--- src/hdl/mlk_pkg.sv ---
// Morse letter keyer package: key phase type, ASCII codes and letter tables.
// No dependencies.
package mlk_pkg;

	typedef enum logic [3:0] {
		PH_IDLE  = 4'b0001,
		PH_MARK  = 4'b0010,
		PH_GAP   = 4'b0100,
		PH_SPACE = 4'b1000
	} key_phase_t;

	localparam logic [7:0] ASCII_A     = 8'h61;
	localparam logic [7:0] ASCII_Z     = 8'h7A;
	localparam logic [7:0] ASCII_SPACE = 8'h20;

	localparam logic [2:0] DOT_UNITS   = 3'd1;
	localparam logic [2:0] DASH_UNITS  = 3'd3;
	localparam logic [2:0] GAP_UNITS   = 3'd1;
	localparam logic [2:0] SPACE_UNITS = 3'd4;

	localparam logic [15:0] TPU_RESET = 16'd250;

	localparam logic REG_TPU = 1'b0;

	// element bits, first element in bit 0, 1 = dash
	function automatic logic [3:0] letter_bits(input logic [4:0] k);
		logic [3:0] b;
		case (k)
			5'd0:  b = 4'd2;   5'd1:  b = 4'd1;   5'd2:  b = 4'd5;
			5'd3:  b = 4'd1;   5'd4:  b = 4'd0;   5'd5:  b = 4'd4;
			5'd6:  b = 4'd3;   5'd7:  b = 4'd0;   5'd8:  b = 4'd0;
			5'd9:  b = 4'd14;  5'd10: b = 4'd5;   5'd11: b = 4'd2;
			5'd12: b = 4'd3;   5'd13: b = 4'd1;   5'd14: b = 4'd7;
			5'd15: b = 4'd6;   5'd16: b = 4'd11;  5'd17: b = 4'd2;
			5'd18: b = 4'd0;   5'd19: b = 4'd1;   5'd20: b = 4'd4;
			5'd21: b = 4'd8;   5'd22: b = 4'd6;   5'd23: b = 4'd9;
			5'd24: b = 4'd13;  5'd25: b = 4'd3;
			default: b = 4'd0;
		endcase
		return b;
	endfunction

	// element count minus one
	function automatic logic [2:0] letter_rest(input logic [4:0] k);
		logic [2:0] n;
		case (k)
			5'd4, 5'd19:                                  n = 3'd0;
			5'd0, 5'd8, 5'd12, 5'd13:                     n = 3'd1;
			5'd3, 5'd6, 5'd10, 5'd14, 5'd17, 5'd18,
			5'd20, 5'd22:                                 n = 3'd2;
			default:                                      n = 3'd3;
		endcase
		return n;
	endfunction

endpackage

--- src/hdl/mlk_regs.sv ---
// Morse letter keyer configuration register file, APB-style slave.
// Holds ticks_per_unit. Depends on mlk_pkg.
module mlk_regs (
	input  logic        clk,
	input  logic        arst_n,
	input  logic        psel,
	input  logic        penable,
	input  logic        pwrite,
	input  logic [2:0]  paddr,
	input  logic [31:0] pwdata,
	output logic [31:0] prdata,
	output logic        pready,
	output logic [15:0] ticks_per_unit
);
	import mlk_pkg::*;

	logic [15:0] tpu_q;
	logic        wr_en;

	assign pready = 1'b1;
	assign wr_en  = psel && penable && pwrite && pready;

	always_ff @(posedge clk or negedge arst_n) begin
		if (!arst_n) begin
			tpu_q <= TPU_RESET;
		end else if (wr_en && paddr[2] == REG_TPU) begin
			tpu_q <= pwdata[15:0];
		end
	end

	always_comb begin
		unique case (paddr[2])
			REG_TPU: prdata = {16'd0, tpu_q};
			default: prdata = 32'd0;
		endcase
	end

	assign ticks_per_unit = tpu_q;

endmodule

--- src/hdl/morse_letter_keyer.sv ---
// Morse letter keyer top level: input register, keying state and result register.
// Depends on mlk_pkg and mlk_regs.
//
// Each input transaction is either a character load (mode 0) or one time tick
// (mode 1), and each gives exactly one result transaction. One transaction is
// taken every cycle while the result is not stalled. A result is presented when its
// input leaves the input register: the input register feeds the single keying
// state update, whose outcome lands in the result register. A stalled result holds
// the input register, and in_ready drops only while both are full. A unit lasts
// ticks_per_unit tick transactions (0 acts as 1). A dot is 1 unit low, a dash 3,
// each followed by 1 unit high; a space is 4 units high. Loads while busy are
// rejected, bytes other than a..z and space are flagged invalid.
module morse_letter_keyer #(
	parameter int TICK_COUNTER_WIDTH = 16
) (
	input  logic        clk,
	input  logic        arst_n,
	input  logic        psel,
	input  logic        penable,
	input  logic        pwrite,
	input  logic [2:0]  paddr,
	input  logic [31:0] pwdata,
	output logic [31:0] prdata,
	output logic        pready,
	input  logic        in_valid,
	output logic        in_ready,
	input  logic        mode,
	input  logic [7:0]  letter,
	output logic        out_valid,
	input  logic        out_ready,
	output logic        pin_level,
	output logic        busy_res,
	output logic        rejected,
	output logic        invalid
);
	import mlk_pkg::*;

	localparam int TW   = TICK_COUNTER_WIDTH;
	localparam int CMPW = (TW + 1 > 17) ? TW + 1 : 17;

	logic [15:0] tpu;

	mlk_regs u_regs (
		.clk            (clk),
		.arst_n         (arst_n),
		.psel           (psel),
		.penable        (penable),
		.pwrite         (pwrite),
		.paddr          (paddr),
		.pwdata         (pwdata),
		.prdata         (prdata),
		.pready         (pready),
		.ticks_per_unit (tpu)
	);

	logic       valid_s1;
	logic       mode_s1;
	logic [7:0] letter_s1;
	logic       advance;

	logic [3:0]    code_q,  code_d;
	logic [2:0]    elems_q, elems_d;
	key_phase_t    phase_q, phase_d;
	logic [2:0]    units_q, units_d;
	logic [TW-1:0] tick_q,  tick_d;
	logic          pin_q,   pin_d;
	logic          rej_d, inv_d;

	logic            is_letter, is_space;
	logic [4:0]      k;
	logic [CMPW-1:0] tick_next;
	logic [2:0]      units_dec;

	assign advance  = valid_s1 && (!out_valid || out_ready);
	assign in_ready = !valid_s1 || advance;

	always_ff @(posedge clk or negedge arst_n) begin
		if (!arst_n) begin
			valid_s1 <= 1'b0;
		end else if (in_ready) begin
			valid_s1 <= in_valid;
		end
	end

	always_ff @(posedge clk) begin
		if (in_ready && in_valid) begin
			mode_s1   <= mode;
			letter_s1 <= letter;
		end
	end

	assign is_letter = letter_s1 >= ASCII_A && letter_s1 <= ASCII_Z;
	assign is_space  = letter_s1 == ASCII_SPACE;
	assign k         = 5'(letter_s1 - ASCII_A);
	assign tick_next = CMPW'(tick_q) + CMPW'(1);
	assign units_dec = (units_q != 3'd0) ? units_q - 3'd1 : 3'd0;

	always_comb begin
		code_d  = code_q;
		elems_d = elems_q;
		phase_d = phase_q;
		units_d = units_q;
		tick_d  = tick_q;
		pin_d   = pin_q;
		rej_d   = 1'b0;
		inv_d   = 1'b0;
		if (!mode_s1) begin
			inv_d = !(is_letter || is_space);
			if (phase_q != PH_IDLE) begin
				rej_d = 1'b1;
			end else if (is_letter) begin
				code_d  = letter_bits(k);
				elems_d = letter_rest(k);
				phase_d = PH_MARK;
				units_d = code_d[0] ? DASH_UNITS : DOT_UNITS;
				pin_d   = 1'b0;
				tick_d  = '0;
			end else if (is_space) begin
				phase_d = PH_SPACE;
				units_d = SPACE_UNITS;
				pin_d   = 1'b1;
				tick_d  = '0;
			end
		end else if (phase_q != PH_IDLE) begin
			if (tick_next >= CMPW'(tpu) || tick_q == {TW{1'b1}}) begin
				tick_d  = '0;
				units_d = units_dec;
				if (units_dec == 3'd0) begin
					if (phase_q == PH_MARK) begin
						phase_d = PH_GAP;
						units_d = GAP_UNITS;
						pin_d   = 1'b1;
					end else if (phase_q == PH_GAP && elems_q != 3'd0) begin
						code_d  = {1'b0, code_q[3:1]};
						elems_d = elems_q - 3'd1;
						phase_d = PH_MARK;
						units_d = code_q[1] ? DASH_UNITS : DOT_UNITS;
						pin_d   = 1'b0;
					end else begin
						phase_d = PH_IDLE;
						code_d  = 4'd0;
						elems_d = 3'd0;
						pin_d   = 1'b1;
					end
				end
			end else begin
				tick_d = tick_next[TW-1:0];
			end
		end
	end

	always_ff @(posedge clk or negedge arst_n) begin
		if (!arst_n) begin
			code_q  <= 4'd0;
			elems_q <= 3'd0;
			phase_q <= PH_IDLE;
			units_q <= 3'd0;
			tick_q  <= '0;
			pin_q   <= 1'b1;
		end else if (advance) begin
			code_q  <= code_d;
			elems_q <= elems_d;
			phase_q <= phase_d;
			units_q <= units_d;
			tick_q  <= tick_d;
			pin_q   <= pin_d;
		end
	end

	always_ff @(posedge clk or negedge arst_n) begin
		if (!arst_n) begin
			out_valid <= 1'b0;
		end else if (!out_valid || out_ready) begin
			out_valid <= valid_s1;
		end
	end

	always_ff @(posedge clk) begin
		if (advance) begin
			pin_level <= pin_d;
			busy_res  <= phase_d != PH_IDLE;
			rejected  <= rej_d;
			invalid   <= inv_d;
		end
	end

	a_idle_pin_high: assert property (@(posedge clk) disable iff (!arst_n)
		phase_q == PH_IDLE |-> pin_q)
		else $error("pin low while idle");

	a_mark_pin_low: assert property (@(posedge clk) disable iff (!arst_n)
		phase_q == PH_MARK |-> !pin_q)
		else $error("pin high during mark");

	a_busy_units: assert property (@(posedge clk) disable iff (!arst_n)
		phase_q != PH_IDLE |-> units_q != 3'd0)
		else $error("busy with no units left");

	a_stall_holds_state: assert property (@(posedge clk) disable iff (!arst_n)
		!advance |=> $stable(phase_q) && $stable(tick_q))
		else $error("state moved without a transaction");

	a_empty_ready: assert property (@(posedge clk) disable iff (!arst_n)
		!valid_s1 |-> in_ready)
		else $error("input stalled with empty input register");

endmodule

--- config.mk ---
export PLATFORM = sky130hd
export DESIGN_NAME = morse_letter_keyer
export DESIGN_NICKNAME = d
export VERILOG_FILES = /design/src/hdl/mlk_pkg.sv /design/src/hdl/mlk_regs.sv /design/src/hdl/morse_letter_keyer.sv
export SDC_FILE = /design/constraint.sdc
export NUM_CORES = 1
export LEC_CHECK = 0
export ABC_AREA = 0
export BUFFER_PORTS_ARGS = -buffer_cell sky130_fd_sc_hd__buf_2
export CORE_ASPECT_RATIO = 0.7
export CORE_MARGIN = 1
export CORE_UTILIZATION = 50
export CTS_CLUSTER_DIAMETER = 150
export DETAILED_ROUTE_END_ITERATION = 8
export PLACE_DENSITY = 0.71
export SLEW_MARGIN = 20
export SYNTH_ARGS = -nofsm -noshare
export SYNTH_HDL_FRONTEND = slang
export SYNTH_SLANG_ARGS = --single-unit
--- constraint.sdc ---
create_clock -name clk -period 5.35 [get_ports clk]
set_clock_uncertainty 0.2 [all_clocks]
set_input_delay 0.8025 -clock clk [delete_from_list [all_inputs] [get_ports clk]]
set_output_delay 0.8025 -clock clk [all_outputs]
set_load 0.02 [all_outputs]
# [Word-level counts from Yosys, hierarchy flattened]
# Memory sizes are Yosys's and may differ from the RTL's.
# Cells that the tools add are included.
[totals] register_bits=62 mem_bits_ro=192 output_inout_bits=39 memories=2
[mem_list] memory="(no name shown)" depth=32 word_bits=4 rd=1 rd_ports_with_merged_regs=0 write_ports=0 line_no="mlk_pkg.sv:28" source="case (k)"
[mem_list] memory="(no name shown)" depth=32 word_bits=2 rd=1 rd_ports_with_merged_regs=0 write_ports=0 line_no="mlk_pkg.sv:46" source="case (k)"
[classes] n_addsub=4 magnitude_cmp=3 n_eq_ne=11 muxes=57 bitwise=1 reduce_logical=22
[op_table] cell="2-to-1 mux 16 bit" count=7
[op_table] cell="2-to-1 mux 4 bit" count=17
[op_table] cell="2-to-1 mux 3 bit" count=20
[op_table] cell="adder 16 x 1 -> 17 bit, second input constant" count=1
[op_table] cell=">= comparator 17 x 16 -> 1 bit" count=1
[op_table] cell="equality test 16 bit, second input constant" count=1
[op_table] cell="2-to-1 mux 1 bit" count=10
[op_table] cell="nonzero test 3 bit" count=3
[op_table] cell="equality test 8 x 6 -> 1 bit, second input constant" count=1
[op_table] cell=">= comparator 8 x 7 -> 1 bit, second input constant" count=1
[op_table] cell="less-or-equal comparator 8 x 7 -> 1 bit, second input constant" count=1
[op_table] cell="!= test 4 x 1 -> 1 bit, second input constant" count=2
[op_table] cell="logical AND 1 bit" count=7
[op_table] cell="AND reduction 7 bit" count=1
[op_table] cell="2-to-1 mux 2 bit" count=3
[op_table] cell="!= test 2 x 1 -> 1 bit, second input constant" count=3
[op_table] cell="subtractor 3 x 1 -> 3 bit, second input constant" count=2
[op_table] cell="AND reduction 5 bit" count=1
[op_table] cell="subtractor 5 x 1 -> 5 bit, second input constant" count=1
[op_table] cell="equality test 4 x 2 -> 1 bit, second input constant" count=1
[op_table] cell="equality test 4 x 3 -> 1 bit, second input constant" count=1
[op_table] cell="logical OR 1 bit" count=4
[op_table] cell="!= test 2 bit, second input constant" count=2
[op_table] cell="AND reduction 4 bit" count=1
[op_table] cell="4 further kinds" count=6

# [Depth between registers and ports, before layout]
[depth] ltp_word=9 ltp_mapped=16 mapped_depth_nobuf=14

# [Hierarchy]
# From an unflattened synthesis, not the netlist that was laid out.
[hier_totals] hier_cells=452 area_unflattened_um2=4356.7
[by_module_without_submodules] module="morse_letter_keyer" instances=1 cells_per_inst=382 area_per_inst_um2=3449.6 seq_area_each_um2=1193.6
[by_module_without_submodules] module="mlk_regs" instances=1 cells_per_inst=70 area_per_inst_um2=907.1 seq_area_each_um2=407.9

# [Worst setup path before layout]
# No wires, ideal clock.
[synth_path] kind="register to register" start="register tick_q[2]" end="register code_q[1]" setup_ns=0.125 arrival_ns=3.182 setup_slack_ns=1.843 path_stages_with_launch=16 path_buffers=1 period_less_slack_ns=3.507 path_cell_list="dfrtp_1 nand3_1 nor2_1 and3_1 clkbuf_1 nand2_1 nor2_1 xnor2_1 ha_1 a21oi_1 a21boi_0 o31ai_1 o2111ai_1 nand2_1 a211o_1 mux2_2"
[synth_via] elab_chain_len=5 elab_cells_between_ends=6
[synth_rtl] item="start, declared" line_no="morse_letter_keyer.sv:65" source="logic [TW-1:0] tick_q, tick_d;"
[synth_rtl] item="start signal, assigned" line_no="morse_letter_keyer.sv:165" source="tick_q <= tick_d;"
[synth_rtl] item="adder 16 x 1 -> 17 bit" line_no="morse_letter_keyer.sv:95" source="assign tick_next = CMPW'(tick_q) + CMPW'(1);"
[synth_rtl] item=">= comparator 17 x 16 -> 1 bit" line_no="morse_letter_keyer.sv:125" source="if (tick_next >= CMPW'(tpu) || tick_q == {TW{1'b1}}) begin"
[synth_rtl] item="logical OR 1 bit (*)" line_no="morse_letter_keyer.sv:125"
[synth_rtl] item="!= test 2 x 1 -> 1 bit (no line) (*)"
[synth_rtl] item="AND reduction 7 bit (no line) (*)"
[synth_rtl] item="end signal, assigned" line_no="morse_letter_keyer.sv:161" source="code_q <= code_d;"
[synth_rtl] item="end, declared" line_no="morse_letter_keyer.sv:61" source="logic [3:0] code_q, code_d;"
# Every way passes the cells marked *; elsewhere a longest branch is shown, timed or not.
# A chain may end at the register's enable or synchronous reset.

# [Worst setup path in the final report]
[layout_path] start="register tick_q[0]" end="register tick_q[5]"
[layout_via] elab_chain_len=6 elab_cells_between_ends=7
[layout_rtl] item="adder 16 x 1 -> 17 bit" line_no="morse_letter_keyer.sv:95"
[layout_rtl] item=">= comparator 17 x 16 -> 1 bit" line_no="morse_letter_keyer.sv:125"
[layout_rtl] item="logical OR 1 bit" line_no="morse_letter_keyer.sv:125"
[layout_rtl] item="2-to-1 mux 16 bit (*)" line_no="morse_letter_keyer.sv:125"
[layout_rtl] item="2-to-1 mux 16 bit (*)" line_no="morse_letter_keyer.sv:124" source="end else if (phase_q != PH_IDLE) begin"
[layout_rtl] item="2-to-1 mux 16 bit (*)" line_no="morse_letter_keyer.sv:107" source="if (!mode_s1) begin"
# Every way passes the cells marked *; elsewhere a longest branch is shown, timed or not. The select of a mux whose other input is x is not followed.

==> results.json <==
{
  "grt-ovfl-total": 0,
  "remaining_drc_errors": 0,
  "cts_hold_buf": 0,
  "timing.rr.end": "tick_q[5]",
  "synth_area_leaders": "dfrtp_1 (25%), edfxtp_1 (9.6%), ha_1 (8.9%), mux2_2 (6.4%), dfstp_2 (5.2%)",
  "drv_cap": 0,
  "crit_fanout": 15,
  "cp.depth": 14,
  "netlist_top_cells_count": "nand2_1 (49), dfrtp_1 (40), nor2_1 (39)",
  "drv_slew": 0,
  "worstPathRequired_ns": 5.41,
  "h-tree-depth": 3,
  "wl_met1_um": 4390,
  "regToRegSetupSlack_ns": 1.04,
  "timing.slew.headroom_pct": 34.7,
  "cp-start-kind": "flip-flop",
  "layout-drive-gt1-share_pct": 22.9,
  "yosysWarnings": 0,
  "swShare_pct": 29.9,
  "setup_ws_ns": 1.04,
  "met2_length_um": 3610,
  "hold_slack_ns": 0.278,
  "grt_max_degree": 49,
  "die_height_um": 77.5,
  "wire_per_inst_um": 14.5,
  "first_global_vias": 2956,
  "cts_tree": "done",
  "dr_wl_met3_um": 453,
  "viasPerCell": 5.56,
  "yosysUniqueCellTypes": 63,
  "setup_violations": 0,
  "hold_end": "code_q[3]",
  "cts_sinks": 61,
  "die_area_mm2": 0.00851,
  "synth_edf_count": 13,
  "fin_cells": 590,
  "antenna_left": 0,
  "hp-start": "code_q[3]",
  "ys_seq_area_share_pct": 39.4,
  "maxUsedRoutingLayer": "met4",
  "clock_path_buffers": 2,
  "worst_slew_pin_slew_ns": 0.972,
  "yosysTopAreaCellShare_pct": 24.6,
  "rsz0062_at_grt": "false",
  "antennaDiodeCount": 0,
  "p_int_uw": 1020,
  "min_period_ns": 4.31,
  "fp-row-count": 27,
  "cp_num_buf_inv": 1,
  "ys.flop_type": "dfrtp_1",
  "status": "complete, no violations",
  "cts_made_buffers": 9,
  "fillCellCount": 701,
  "clk_pin_slew_ns": 0.06,
  "ys_ff_latch": 61,
  "ir_worst_vdd_v": 0.000150,
  "gp_congestion": 0.849,
  "reg2reg_depth": 14,
  "grt_pass1_wl_um": 14300,
  "path_cells": "ha_1 -> nand2_1 -> nor3_1 -> and3_1 -> xor2_1 -> ha_1 -> nand3_1 -> a21boi_0 -> o31ai_1 -> o2111a_1 -> nand2_1 -> buf_4 -> nor2_1 -> a22o_1",
  "synth.avg_cell_area_um2": 9.33,
  "pre_cts_ws_ns": 1.17,
  "numPlacedInstances": 574,
  "hold_viol": 0,
  "cts_setup_buffers": 0,
  "end_kind": "flip-flop",
  "tns_ns": 0,
  "final_nets": 564,
  "slowest_stage": "nor3_1",
  "yosys.area.top_type": "dfrtp_1",
  "core_mm2": 0.00787,
  "netlist_instances": 436,
  "critical_path_arrival_ns": 4.36,
  "first_pass_iters": 5,
  "power.switching_uw": 437,
  "max_stage_delay_ns": 0.56,
  "p_clk_share_pct": 38.8,
  "clkLatencyLatePin_ns": 0.32,
  "critical-path-top-delay-family": "simple AND/OR/NAND/NOR gates",
  "reg2reg_from": "tick_q[0]",
  "yosysMostFrequentCell": "nand2_1",
  "fmax_ghz": 0.232,
  "dp_hpwl_um": 6270,
  "cts_resized": 0,
  "port_buffers": 54,
  "synthArstFlopShare_pct": 78.7,
  "totalPowerFinal_uw": 1460,
  "vias": 3282,
  "holdPathStages": 1,
  "io-pin-count": 90,
  "grt_use_total_pct": 21.5,
  "p_per_area_mw_per_mm2": 316,
  "combPwrFrac_pct": 20.9,
  "grt_antenna_before_repair": 0,
  "root_buffer": "clkbuf_16",
  "fin_crit_sh_pct": 80.5,
  "area_growth_syn_to_layout_pct": 13.6,
  "die_w_um": 110,
  "cellLeakagePower_uw": 0.00217,
  "worstSetupPathType": "flip-flop to flip-flop",
  "wirelength_um": 8540,
  "drtIter0Drc": 137,
  "pwr-share-seq_pct": 40.3,
  "min_path_type": "flip-flop to flip-flop",
  "start_util_pct": 51.7,
  "synth_area_mm2": 0.00407
}
logic make-up (layout without fill, tap and decap cells):
group	Yosys count	in the layout	share of synthesized area [%]
buffers and inverters	63	101	7.78
flip-flops	61	61	39.4
AO/OA/AOI/OAI	88	88	14.2
multiplexers	29	29	7.84
adder cells (fa/ha/maj)	29	29	8.92
XOR/XNOR	18	18	3.87
AND/OR/NAND/NOR	146	146	17.9
other	2	17	0.185
through the flow:
step           util [%]  area, µm²
2_1_floorplan         -       4130
3_3_place_gp       55.0       4330
3_5_place_dp       55.0       4330
4_1_cts            58.7       4620
5_1_grt            58.7       4620
6_report           58.7       4620
registers in the layout (all words and copies together), names as in the netlist:
name and flops:
out_valid 1, invalid 1, rejected 1, u_regs.ticks_per_unit 16, code_q 3, pin_q 1
mode_s1 1, units_q 3, valid_s1 1, letter_s1 8, phase_q 4, elems_q 3
busy_res 1, tick_q 16, pin_level 1
metal layers:
layer / vias to the layer above / global-route usage [%]
met2: 106 / 30.6
met5: - / 0
met4: 0 / 5.20
met1: 1556 / 32.0
li1: 1612 / -
met3: 8 / 5.71
worst max path at each step:
stage / start / end / slack, ns
after floorplan: tick_q[2] / code_q[1] / 1.84
after global placement: tick_q[0] / code_q[2] / 1.24
after detailed placement: tick_q[0] / code_q[1] / 1.17
after CTS: tick_q[0] / code_q[1] / 1.15
after global routing: tick_q[0] / tick_q[5] / 0.78
final: tick_q[0] / tick_q[5] / 1.04
final cells by class:
type                    instances  area, µm²  share of cell area, %
multi-input cells             327       2210                   47.8
inverters                      29        109                   2.36
well taps                     101        126                   2.73
flip-flops and latches         61       1600                   34.7
repair buffers                 56        285                   6.17
clock inverters                 7       66.3                   1.44
clock buffers                   9        225                   4.87
placed cells by master (no fill, tap or decap), types with 5 or more instances in the layout:
| cell type | netlist | final |
|---|---|---|
| a21oi_1 | 16 | 16 |
| conb_1 | 2 | 17 |
| mux2_2 | 23 | 23 |
| edfxtp_1 | 13 | 13 |
| mux2i_1 | 6 | 6 |
| clkbuf_16 | 0 | 9 |
| dfstp_2 | 8 | 8 |
| ha_1 | 29 | 29 |
| a22o_1 | 6 | 6 |
| nor3_1 | 11 | 11 |
| nor2_1 | 39 | 39 |
| o21ai_0 | 31 | 31 |
| buf_2 | 1 | 54 |
| and3_1 | 5 | 5 |
| nand3_1 | 14 | 14 |
| xnor2_1 | 7 | 7 |
| dfrtp_1 | 40 | 40 |
| nand2b_1 | 6 | 6 |
| xor2_1 | 11 | 11 |
| inv_1 | 28 | 28 |
| nand2_1 | 49 | 49 |
power groups by stage:
stage          clock network (µW)  registers [µW]  logic, µW
2_1_floorplan                   0             584        237
4_1_cts                       576             588        308
3_3_place_gp                    0             592        294
5_1_grt                       596             599        346
3_5_place_dp                    0             595        306
6_report                      566             589        306
Power figures use the tool's default switching activity.
